[src/rtl/core/kllh_pkg.sv]
package kllh_pkg;

    localparam logic [1:0] OP_START = 2'd0;
    localparam logic [1:0] OP_END   = 2'd1;
    localparam logic [1:0] OP_READ  = 2'd2;

    localparam logic [1:0] ST_DONE     = 2'd0;
    localparam logic [1:0] ST_FILTERED = 2'd1;
    localparam logic [1:0] ST_NO_START = 2'd2;
    localparam logic [1:0] ST_FULL     = 2'd3;

    localparam logic [1:0] CFG_FILTER_EN  = 2'd0;
    localparam logic [1:0] CFG_FILTER_PID = 2'd1;
    localparam logic [1:0] CFG_GROUP_BY   = 2'd2;
    localparam logic [1:0] CFG_UNIT_MS    = 2'd3;

    localparam logic [1:0] GB_PROCESS = 2'd1;
    localparam logic [1:0] GB_THREAD  = 2'd2;

    // Item classes handed from the front to the back.
    localparam logic [1:0] K_IMM   = 2'd0;
    localparam logic [1:0] K_START = 2'd1;
    localparam logic [1:0] K_END   = 2'd2;
    localparam logic [1:0] K_READ  = 2'd3;

    localparam logic [31:0] GLOBAL_ID = 32'hFFFF_FFFF;
    localparam logic [31:0] CNT_MAX   = 32'hFFFF_FFFF;
    localparam logic [63:0] DIV_US    = 64'd1000;
    localparam logic [63:0] DIV_MS    = 64'd1000000;

    typedef struct packed {
        logic        filter_en;
        logic [31:0] filter_pid;
        logic [1:0]  group_by;
        logic        unit_ms;
    } t_cfg;

    typedef struct packed {
        logic [1:0]  kind;
        logic [1:0]  imm_status;
        logic [31:0] pid;
        logic [31:0] tid;
        logic [63:0] time_ns;
        logic [2:0]  mode;
        logic [3:0]  reason;
        logic [5:0]  rgroup;
        logic [4:0]  rbin;
    } t_item;

    typedef struct packed {
        logic [31:0] id;
        logic [2:0]  mode;
        logic [3:0]  reason;
    } t_gkey;

    function automatic logic [31:0] sat_inc(input logic [31:0] c);
        sat_inc = (c == CNT_MAX) ? c : c + 32'd1;
    endfunction

endpackage

[src/rtl/core/kllh_front.sv]
module kllh_front
    import kllh_pkg::*;
(
    input  logic        i_clk,
    input  logic        i_rst_n,
    input  t_cfg        i_cfg,
    input  logic        start,
    output logic        busy,
    input  logic [1:0]  i_op,
    input  logic [31:0] i_process_id,
    input  logic [31:0] i_thread_id,
    input  logic [63:0] i_time_ns,
    input  logic [2:0]  i_mode_code,
    input  logic [3:0]  i_reason_code,
    input  logic [5:0]  i_read_group,
    input  logic [4:0]  i_read_bin,
    output logic        o_q_valid,
    output t_item       o_q_item,
    input  logic        i_q_pop
);

    t_item      r_q [2];
    logic       r_wp, r_rp;
    logic [1:0] r_cnt;
    t_item      cls;
    logic       push, pop;

    always_comb begin
        cls.pid        = i_process_id;
        cls.tid        = i_thread_id;
        cls.time_ns    = i_time_ns;
        cls.mode       = i_mode_code;
        cls.reason     = i_reason_code;
        cls.rgroup     = i_read_group;
        cls.rbin       = i_read_bin;
        cls.imm_status = ST_DONE;
        cls.kind       = K_IMM;
        if ((i_op == OP_START) || (i_op == OP_END)) begin
            if (i_cfg.filter_en && (i_process_id != i_cfg.filter_pid)) begin
                cls.imm_status = ST_FILTERED;
            end else begin
                cls.kind = (i_op == OP_START) ? K_START : K_END;
            end
        end else if (i_op == OP_READ) begin
            cls.kind = K_READ;
        end
    end

    assign busy      = (r_cnt == 2'd2);
    assign push      = start && !busy;
    assign o_q_valid = (r_cnt != 2'd0);
    assign pop       = i_q_pop && o_q_valid;
    assign o_q_item  = r_q[r_rp];

    always_ff @(posedge i_clk) begin
        if (push) begin
            r_q[r_wp] <= cls;
        end
    end

    always_ff @(posedge i_clk) begin
        if (!i_rst_n) begin
            r_wp  <= 1'b0;
            r_rp  <= 1'b0;
            r_cnt <= 2'd0;
        end else begin
            if (push) r_wp <= ~r_wp;
            if (pop)  r_rp <= ~r_rp;
            r_cnt <= r_cnt + {1'b0, push} - {1'b0, pop};
        end
    end

endmodule

[config.mk]
export PLATFORM = sky130hd
export DESIGN_NAME = kllh_front
export DESIGN_NICKNAME = d
export VERILOG_FILES = /design/src/rtl/core/kllh_pkg.sv /design/src/rtl/core/kllh_front.sv
export SDC_FILE = /design/constraint.sdc
export NUM_CORES = 1
export LEC_CHECK = 0
export BUFFER_PORTS_ARGS = -buffer_cell sky130_fd_sc_hd__buf_2
export CORE_ASPECT_RATIO = 0.6
export CORE_UTILIZATION = 50
export CTS_CLUSTER_DIAMETER = 30
export DETAILED_ROUTE_END_ITERATION = 8
export PLACE_DENSITY = 0.83
export SLEW_MARGIN = 20
export SYNTH_ARGS = -nofsm -noshare
export SYNTH_HDL_FRONTEND = slang
export SYNTH_SLANG_ARGS = --single-unit
[constraint.sdc]
create_clock -name i_clk -period 14 [get_ports i_clk]
set_input_delay 1.4 -clock i_clk [delete_from_list [all_inputs] [get_ports i_clk]]
set_output_delay 1.4 -clock i_clk [all_outputs]
set_load 0.03 [all_outputs]
==> results.yml, run 1 <==
run_status:
  status: "finished clean"
power:
  power_mw: 2.86
  internal_power_mw: 1.95
  p_leak_nw: 5.48
  vdd_drop_max_mv: 0.117
  power.share.sequential_pct: 41.2
  switching_share_pct: 31.9
  pwr-share-clk_pct: 33.1
  power_frac_comb_pct: 25.7
  p_per_area_mw_per_mm2: 195
  switchingPower_mw: 0.912
logic_synthesis:
  synth-seq-area-share_pct: 79.7
  syn_inst: 537
  synth-xor-area-share_pct: 2.78
  syn_area_per_cell_um2: 21.1
  synthAdderAreaFrac_pct: 0.220
  synth_compound_area_share_pct: 0.110
  syn_area_mm2: 0.0114
  ys_seq_elements: 303
  synthMuxAreaShare_pct: 14.8
  synth_top_family_by_area: "multiplexers"
  synth-simple-area-share_pct: 1.23
  syn_nets: 727
  ys_types: 21
  yosys_warnings: 0
sta:
  rsz0062_at_grt: "no"
  fin_skew_ns: 0.0155
  worstMarginPinSlew_ns: 1.01
  max_freq_mhz: 221
  period_needed_ns: 4.53
  finalHoldViolCount: 0
  final.setup.tns_ns: 0
  setup_viol: 0
  finalCritPeriodShare_pct: 32.3
  slew_headroom_pct: 32.5
  slew_viol_final: 0
clocking:
  clkTransAtPathRegs_ns: 0.06
  clock_sinks: 303
  post-cts-setup-buffer-count: 0
  numCtsBuffers: 38
  cts_hold_buf: 0
  root_buffer: "clkbuf_16"
  cts_buffer_depth: 3
  cts_tree: "done"
  insertion_delay_ns: 0.51
  cts_resized: 0
  htree_levels: 2
routing:
  finalWirelength_um: 23500
  dr_total_vias: 6148
  post_drt_wl_per_cell_um: 19.0
  viasPerCell: 4.96
  ant_nets: 0
  first_iter_violations: 276
  dr.pass1.iters: 4
  drc: 0
final_layout:
  area_growth_pct: 28.8
  n_fill_cell: 1519
  fin_util_pct: 65.9
  nets: 1090
  drive_gt1_share_pct: 60.2
floorplan:
  core-area_mm2: 0.0222
  die_area_mm2: 0.0233
  pin_count: 340
  rows: 42
  chipWidth_um: 197
  fp.dieH_um: 119
  start_util_pct: 51.2
setup_path:
  timing.rr.end: "r_q[0][10]$_DFFE_PP_"
  endpoint_kind: "primary output"
  crit_arrival_ns: 3.13
  critPathRequiredTime_ns: 12.60
  crit_type: "reg -> out"
  crit_path_top_delay_cell: "dfxtp_4"
  r2r_cells: 5
  setup.worst_path.start_class: "flop"
  r2r-start: "r_cnt[0]$_SDFF_PN0_"
  reg2reg_slack_ns: 11.51
  cp_max_fo: 76
  critPathMaxStageDelay_ns: 0.99
  cp_cell_sequence: "buf_4 -> mux2_2 -> buf_2"
worst_hold_path:
  min_from: "r_rp$_SDFFE_PN0P_"
  whs_path_depth: 2
  hp-class: "reg -> reg"
grt:
  grt_max_degree: 77
  grt_pass1_vias: 6421
  gr-total-overflow: 0
  antenna_found_initial: 3
  grt_pass1_wl_um: 34300
  grtUsageTotal_pct: 19.6
place:
  io_buffers: 335
  routabilityCongestion: 0.737
  dp_hpwl_um: 15400
run:
  maxCapViolCount: 0
Yosys cell counts (all sizes together):
master | n | area [um2]
and2 | 4 | 25.0
nand2 | 1 | 3.75
and3 | 1 | 6.26
nand2b | 2 | 12.5
conb | 1 | 3.75
buf | 18 | 126
mux2 | 149 | 1680
a21oi | 1 | 5.00
nor2b | 2 | 12.5
inv | 2 | 7.51
o21a | 1 | 7.51
ha | 2 | 25.0
dfxtp | 5 | 100
nand4 | 8 | 50.1
xnor2 | 36 | 315
nor4 | 2 | 12.5
edfxtp | 298 | 8950
or2 | 1 | 6.26
nor2 | 3 | 11.3
registers in the layout, summed over array words and instances (netlist names), named ones only:
name,cells
r_wp,1
r_q,298
r_cnt,2
r_rp,1
placed cells by master (no fill, tap or decap), types with 3 or more instances in the layout:
cell type	synthesis	final
buf_2	5	335
clkinv_1	0	4
buf_4	12	6
clkinvlp_4	0	6
xnor2_1	36	36
nand4_1	8	8
dfxtp_1	5	4
and2_1	4	4
diode_2	0	3
mux2_2	149	149
inv_6	0	3
clkinv_4	0	6
clkbuf_16	0	39
inv_8	0	5
edfxtp_1	298	298
clkinv_2	0	3
power groups by stage:
stage          Clock (mW)  Combinational, mW  Sequential [mW]
2_1_floorplan           0              0.559             1.18
3_3_place_gp            0              0.730             1.19
3_5_place_dp            0              0.735             1.20
4_1_cts             0.967              0.741             1.18
5_1_grt              1.01              0.769             1.19
6_report            0.946              0.734             1.18
metal layers:
metal	vias to the layer above	global-route usage [%]	part of all wire, %
met5	-	0	0.13
met4	4	4.75	1.4
met3	38	7.02	9.2
met2	232	34.3	50
met1	3024	22.9	40
li1	2850	-	-
through the flow:
step                      instances  worst slack (ns)  cell area [um2]  hold slack [ns]
after floorplan                 537              5.65            11400            0.504
after global routing           1238              9.30            14600            0.573
after CTS                      1237              9.44            14600            0.553
final                          1240              9.47            14600            0.548
after detailed placement       1168              9.99            13400            0.531
after global placement         1168              9.97            13400            0.520
area by class of cell:
| class | count | area [um2] | share of cell area (%) |
|---|---|---|---|
| antenna | 3 | 7.51 | 0.0513 |
| clock buffer | 39 | 976 | 6.67 |
| clock inverter | 30 | 287 | 1.96 |
| inverter | 2 | 7.51 | 0.0513 |
| multi-input combinational | 214 | 2190 | 15.0 |
| sequential | 303 | 9050 | 61.9 |
| tap | 308 | 385 | 2.64 |
| timing repair buffer | 341 | 1720 | 11.8 |
worst max-delay path: cells and delay by family, from the launching register on:
family	cells	cell delay, ns
mux	1	0.42
buf+inv	2	1.06
flops	1	0.99
cells by family (layout without fill, tap and decap cells):
| logic type | Yosys count | in the layout |
|---|---|---|
| AOI/OAI and AO/OA | 2 | 2 |
| xor gates and xnor gates | 36 | 36 |
| adders and majority gates | 2 | 2 |
| buffers and inverters | 20 | 412 |
| DFF | 303 | 303 |
| muxes | 149 | 149 |
| other | 1 | 4 |
| and+or+nand+nor | 24 | 24 |
how the worst max path moves through the flow:
stage	from	endpoint	slack (ns)	cells after the start
3_5_place_dp	flop	o_q_item[95]	9.99	3
4_1_cts	flop	o_q_item[95]	9.44	3
3_3_place_gp	flop	o_q_item[95]	9.97	3
2_1_floorplan	start	r_q[0][0]$_DFFE_PP_	5.65	2
6_report	flop	o_q_item[123]	9.47	3
5_1_grt	flop	o_q_item[95]	9.30	3
(Power assumes the default switching activity.)
==> inputs of run 2 (changes only) <==
ABC_AREA = 1   (was not set)
PLACE_DENSITY = 0.82   (was 0.83)
clock period = 4.22 ns   (was 14 ns; I/O delays follow)
==> run 2 against run 1 <==
  * Register-to-register slack got worse by 9.2 ns
  * Combinational power increased to 3.9 times the previous value
  * Highest routed layer unchanged
  * Wire length increased by 2.2%
  * Setup slack worse by 8.0 ns
  * Clock skew shrank 0.0046 ns
  * Count of clock-buffer cells in the layout rose by 3
  * First-iteration DRC count grew 11%
  * Sequential power grew to 3.4 times the previous value
  * Die area grew 5.2%
  * Design area rose by 5.1%
  * Largest cell class unchanged
  * Non-clock buffer count rose by 1
==> results.yml, run 2 <==
run_status:
  status: "finished clean"
clocking:
  clock_sinks: 303
  cts_tree: "done"
  htree_levels: 2
  cts_buffer_depth: 3
  numCtsBuffers: 40
  clkTransAtPathRegs_ns: 0.07
  cts_resized: 0
  insertion_delay_ns: 0.54
  cts_hold_buf: 0
  post-cts-setup-buffer-count: 0
  root_buffer: "clkbuf_16"
floorplan:
  pin_count: 340
  die_area_mm2: 0.0246
  fp.dieH_um: 122
  core-area_mm2: 0.0233
  start_util_pct: 51.3
  rows: 43
  chipWidth_um: 202
sta:
  setup_viol: 0
  fin_skew_ns: 0.0110
  max_freq_mhz: 359
  worstMarginPinSlew_ns: 0.821
  final.setup.tns_ns: 0
  finalCritPeriodShare_pct: 66.0
  slew_viol_final: 0
  hold_ws_ns: 0.0696
  rsz0062_at_grt: "no"
  finalHoldViolCount: 0
  period_needed_ns: 2.79
  slew_headroom_pct: 45.3
logic_synthesis:
  synth-seq-area-share_pct: 75.6
  syn_area_mm2: 0.0120
  synthTopCellsByCount: "298 x edfxtp_1, 110 x mux2_4, 51 x nand2_1"
  synth_edf_count: 298
  syn_area_per_cell_um2: 20.0
  synthArstFlopShare_pct: 0
  ys_seq_elements: 303
  syn_nets: 789
  ys_types: 17
  syn_inst: 599
  yosys_warnings: 0
  synth.area.top_cells: "edfxtp_1 75%, mux2_4 14%, mux2_2 3.7%"
  synth.most_common_cell: "edfxtp_1"
  yosysTopAreaCell: "edfxtp_1"
  synth.top_cell.area_share_pct: 74.8
  ys.flop_type: "edfxtp_1"
final_layout:
  area_growth_pct: 28.5
  top_register: "r_q"
  stdcell_count: 1312
  diodes: 0
  drive_gt1_share_pct: 56.5
  largest_reg_flops: 298
  multi_input_area_mm2: 0.00266
  mostFrequentLayoutCells: "335 x buf_2, 298 x edfxtp_1, 110 x mux2_4"
  regArea_mm2: 0.00905
  largestRegisters: "r_q: 298 flops, r_cnt: 2 flops"
  final_common_cell: "buf_2"
  design_area_mm2: 0.0154
  nets: 1155
  n_fill_cell: 1542
routing:
  drc: 0
  ant_nets: 0
  post_drt_wl_per_cell_um: 18.3
  first_iter_violations: 305
  dr.pass1.iters: 4
  dr_total_vias: 6479
  viasPerCell: 4.94
  finalWirelength_um: 24100
setup_path:
  critPathRequiredTime_ns: 3.80
  cp_max_fo: 49
  crit_path_top_delay_cell: "dfxtp_4"
  critPathMaxStageDelay_ns: 0.83
  crit_type: "reg -> out"
  crit_arrival_ns: 2.36
  cp_cell_sequence: "buf_4 -> mux2_2 -> buf_2"
  setup.worst_path.start_class: "flop"
  endpoint_kind: "primary output"
power:
  switchingPower_mw: 3.28
  internal_power_mw: 6.97
  power.share.sequential_pct: 39.1
  p_per_area_mw_per_mm2: 667
  pwr-share-clk_pct: 33.3
  switching_share_pct: 32.0
  power_mw: 10.3
  power_frac_comb_pct: 27.6
  vdd_drop_max_mv: 0.425
  p_leak_nw: 6.16
grt:
  grtUsageTotal_pct: 19.2
  grt_pass1_vias: 6541
  grt_max_degree: 99
  antenna_found_initial: 1
  gr-total-overflow: 0
  grt_pass1_wl_um: 35400
run:
  maxCapViolCount: 0
worst_hold_path:
  hp-class: "in -> reg"
place:
  io_buffers: 335
  placed_cells: 1238
  dp_hpwl_um: 16000
  placed_cell_area_mm2: 0.0140
  routabilityCongestion: 0.768
-- run 2: worst paths after layout --
path                                     startpoint                    end  slack, ns  depth (start not counted)
worst max register to register  r_cnt[1]$_SDFF_PN0_  r_q[1][135]$_DFFE_PP_       2.33                          4
worst max-delay path                           flop            o_q_item[5]       1.43                          3
worst min register to register    r_rp$_SDFFE_PN0P_                   flop       0.46                          1
worst min-delay path                  i_time_ns[19]   r_q[1][37]$_DFFE_PP_       0.07                          1
-- run 2: layer usage --
layer	routed length [um]	up-vias	global-route usage, %
met5	16	-	0
met4	512	2	6.06
met3	2050	49	6.15
met2	11600	275	31.9
met1	9840	3151	24.3
li1	-	3002	-
-- run 2: through the flow --
step | util [%] | setup WS (ns)
after global routing | 66.0 | 1.31
after global placement | 60.0 | 1.93
after detailed placement | 60.0 | 1.95
after floorplan | - | -0.676
final | 66.0 | 1.43
after CTS | 66.0 | 1.38
-- run 2: logic make-up (layout without fill, tap and decap cells) --
| family | count (synthesis) | in the layout | share of synthesized area, % |
|---|---|---|---|
| flops | 303 | 303 | 75.6 |
| mux | 149 | 149 | 17.5 |
| simple gates | 67 | 67 | 2.12 |
| buf+inv | 42 | 440 | 2.26 |
| xor+xnor | 25 | 25 | 1.83 |
| compound gates | 10 | 10 | 0.418 |
| fa+ha+maj | 2 | 2 | 0.209 |
| other cells | 1 | 1 | 0.0314 |
-- run 2: worst max-delay path: cells and delay by family (launching register included) --
kind	cells	cell delay, ns
muxes	1	0.37
DFF	1	0.83
buffers and inverters	2	0.60
-- run 2: area by class of cell --
cell class | instances | area share [%]
clock buffers | 42 | 6.56
clock inverters | 32 | 2.52
inverters | 24 | 0.586
multi-input cells | 254 | 17.3
flip-flops and latches | 303 | 58.9
well taps | 315 | 2.56
repair buffers | 342 | 11.6
-- run 2: power by group through the flow --
stage / Sequential, mW / Clock [mW] / Combinational (mW)
after global placement: 4.04 / 0 / 2.82
after detailed placement: 4.07 / 0 / 2.84
after CTS: 4.02 / 3.49 / 2.86
final: 4.01 / 3.42 / 2.83
after global routing: 4.05 / 3.62 / 2.97
after floorplan: 4.03 / 0 / 2.19
==> inputs of run 3 (changes only) <==
clock period = 2.6 ns   (was 4.22 ns; I/O delays follow)
==> run 3 against run 2 <==
  * Via count is 12% higher
  * Count of clock-buffer cells in the layout is 5 higher
  * Register-to-register slack worse by 1.4 ns
  * Largest power group unchanged
  * Power is 66% higher
  * Sequential power is 60% higher
  * Die area stayed put
  * Combinational power is 76% higher
==> results.yml, run 3 (synthesized netlist as in run 2, its figures left out) <==
routing:
  viasPerCell: 4.97
  post_drt_wl_per_cell_um: 19.1
  dr.pass1.iters: 5
  first_iter_violations: 453
  finalWirelength_um: 28000
  dr_total_vias: 7269
  drc: 0
  ant_nets: 0
power:
  switching_share_pct: 32.3
  power.share.sequential_pct: 37.8
  vdd_drop_max_mv: 0.715
  switchingPower_mw: 5.49
  pwr-share-clk_pct: 32.9
  power_frac_comb_pct: 29.3
  p_leak_nw: 6.78
  internal_power_mw: 11.5
  p_per_area_mw_per_mm2: 1010
sta:
  rsz0062_at_grt: "no"
  slew_viol_final: 0
  setup_viol: 0
  hold_ws_ns: 0.0743
  finalHoldViolCount: 0
  max_freq_mhz: 449
  slew_headroom_pct: 65.2
  worstMarginPinSlew_ns: 0.522
  finalCritPeriodShare_pct: 85.6
  period_needed_ns: 2.23
  fin_skew_ns: 0.0287
setup_path:
  crit_type: "reg -> out"
  r2r_cells: 9
  crit_buf_inv: 2
  endpoint_kind: "primary output"
  timing.rr.end: "r_cnt[1]$_SDFF_PN0_"
  r2r-start: "r_cnt[0]$_SDFF_PN0_"
  cp_cell_sequence: "buf_4 -> mux2_2 -> buf_2"
  crit_path_top_delay_cell: "buf_4"
  reg2reg_slack_ns: 0.90
  critPathRequiredTime_ns: 2.34
  setup.worst_path.start_class: "flop"
  cp_max_fo: 33
  cp_top_family: "buffers and inverters"
  crit_arrival_ns: 1.97
  critPathMaxStageDelay_ns: 0.45
clocking:
  clock_sinks: 303
  clkTransAtPathRegs_ns: 0.06
  htree_levels: 2
  cts_tree: "done"
  cts_buffer_depth: 3
  root_buffer: "clkbuf_16"
  cts_resized: 0
  numCtsBuffers: 41
  insertion_delay_ns: 0.52
grt:
  grt_pass1_wl_um: 41900
  grt_pass1_vias: 7843
  gr-total-overflow: 0
  grt_max_degree: 87
  grtUsageTotal_pct: 22.6
  antenna_found_initial: 1
final_layout:
  stdcell_count: 1462
  top_register: "r_q"
  n_fill_cell: 1340
  drive_gt1_share_pct: 49.5
  final_common_cell: "buf_2"
  nets: 1303
  largestRegisters: "r_q: 298 flops, r_cnt: 2 flops"
  area_growth_pct: 41.1
  fin_util_pct: 72.4
  mostFrequentLayoutCells: "335 x buf_2, 298 x edfxtp_1, 147 x dlygate4sd3_1"
  multi_input_area_mm2: 0.00267
  design_area_mm2: 0.0169
  largest_reg_flops: 298
  regArea_mm2: 0.00905
worst_hold_path:
  min_from: "i_op[0]"
  whs_path_depth: 2
  hold-path-endpoint: "r_q[0][148]$_DFFE_PP_"
  hp-class: "in -> reg"
floorplan:
  core-area_mm2: 0.0233
  chipWidth_um: 202
  start_util_pct: 51.3
  die_area_mm2: 0.0246
  rows: 43
  pin_count: 340
  fp.dieH_um: 122
place:
  routabilityCongestion: 0.757
  placed_cell_area_mm2: 0.0140
  placed_cells: 1238
  io_buffers: 335
  dp_hpwl_um: 15600
run_status:
  status: "finished clean"
run:
  maxCapViolCount: 0
==> run 3: final cells by class <==
| cell class | count | area share, % |
|---|---|---|
| flip-flops and latches | 303 | 53.7 |
| repair buffers | 489 | 19.4 |
| multi-input cells | 254 | 15.8 |
| clock buffers | 47 | 6.47 |
| well taps | 315 | 2.34 |
| clock inverters | 29 | 1.77 |
| inverters | 24 | 0.534 |
| diodes | 1 | 0.0148 |
==> run 3: worst max path at each step <==
| stage | endpoint | slack, ns | cells past startpoint |
|---|---|---|---|
| finish | o_q_item[26] | 0.37 | 3 |
| global route | o_q_item[16] | 0.30 | 3 |
| CTS | o_q_item[22] | 0.37 | 3 |
| detailed placement | o_q_item[22] | 0.93 | 3 |
| global placement | o_q_item[16] | 0.93 | 3 |
| floorplan | r_q[0][0]$_DFFE_PP_ | -0.50 | 3 |
==> run 3: what timing repair did <==
item / CTS / global route
endpoints found under the hold margin: 293 / 0
hold buffers: 147 / 0
endpoints found under the setup margin: 0 / 0
setup buffers: 0 / 0
==> run 3: power by group through the flow <==
| stage | clock network [mW] | registers, mW | logic, mW |
|---|---|---|---|
| 2_1_floorplan | 0 | 6.49 | 3.57 |
| 3_3_place_gp | 0 | 6.45 | 4.72 |
| 3_5_place_dp | 0 | 6.51 | 4.74 |
| 4_1_cts | 5.63 | 6.41 | 4.94 |
| 5_1_grt | 5.90 | 6.48 | 5.20 |
| 6_report | 5.61 | 6.43 | 4.99 |
==> run 3: per-layer routing <==
| layer | up-vias | part of all wire (%) | GRT usage, % |
|---|---|---|---|
| li1 | 3301 | - | - |
| met1 | 3572 | 39 | 26.4 |
| met2 | 338 | 51 | 39.7 |
| met3 | 58 | 8.5 | 7.01 |
| met4 | 0 | 2.3 | 7.77 |
| met5 | - | 0 | 0 |
==> run 3: worst register-to-register path, stage by stage, from the launching register on <==
cell     delay, ns
dfxtp_2       0.35
or2_1         0.24
nand2_1       0.08
inv_1         0.07
ha_1          0.27
inv_1         0.04
ha_1          0.17
xnor2_1       0.14
o21ai_0       0.16
a21oi_1       0.05
==> run 3: metrics by stage <==
stage | TNS (ns) | worst slack [ns] | power [mW]
final | 0 | 0.375 | 17.0
after global routing | 0 | 0.301 | 17.6
after CTS | 0 | 0.368 | 17.0
after detailed placement | 0 | 0.931 | 11.3
after global placement | 0 | 0.928 | 11.2
after floorplan | -146.41 | -0.501 | 10.1
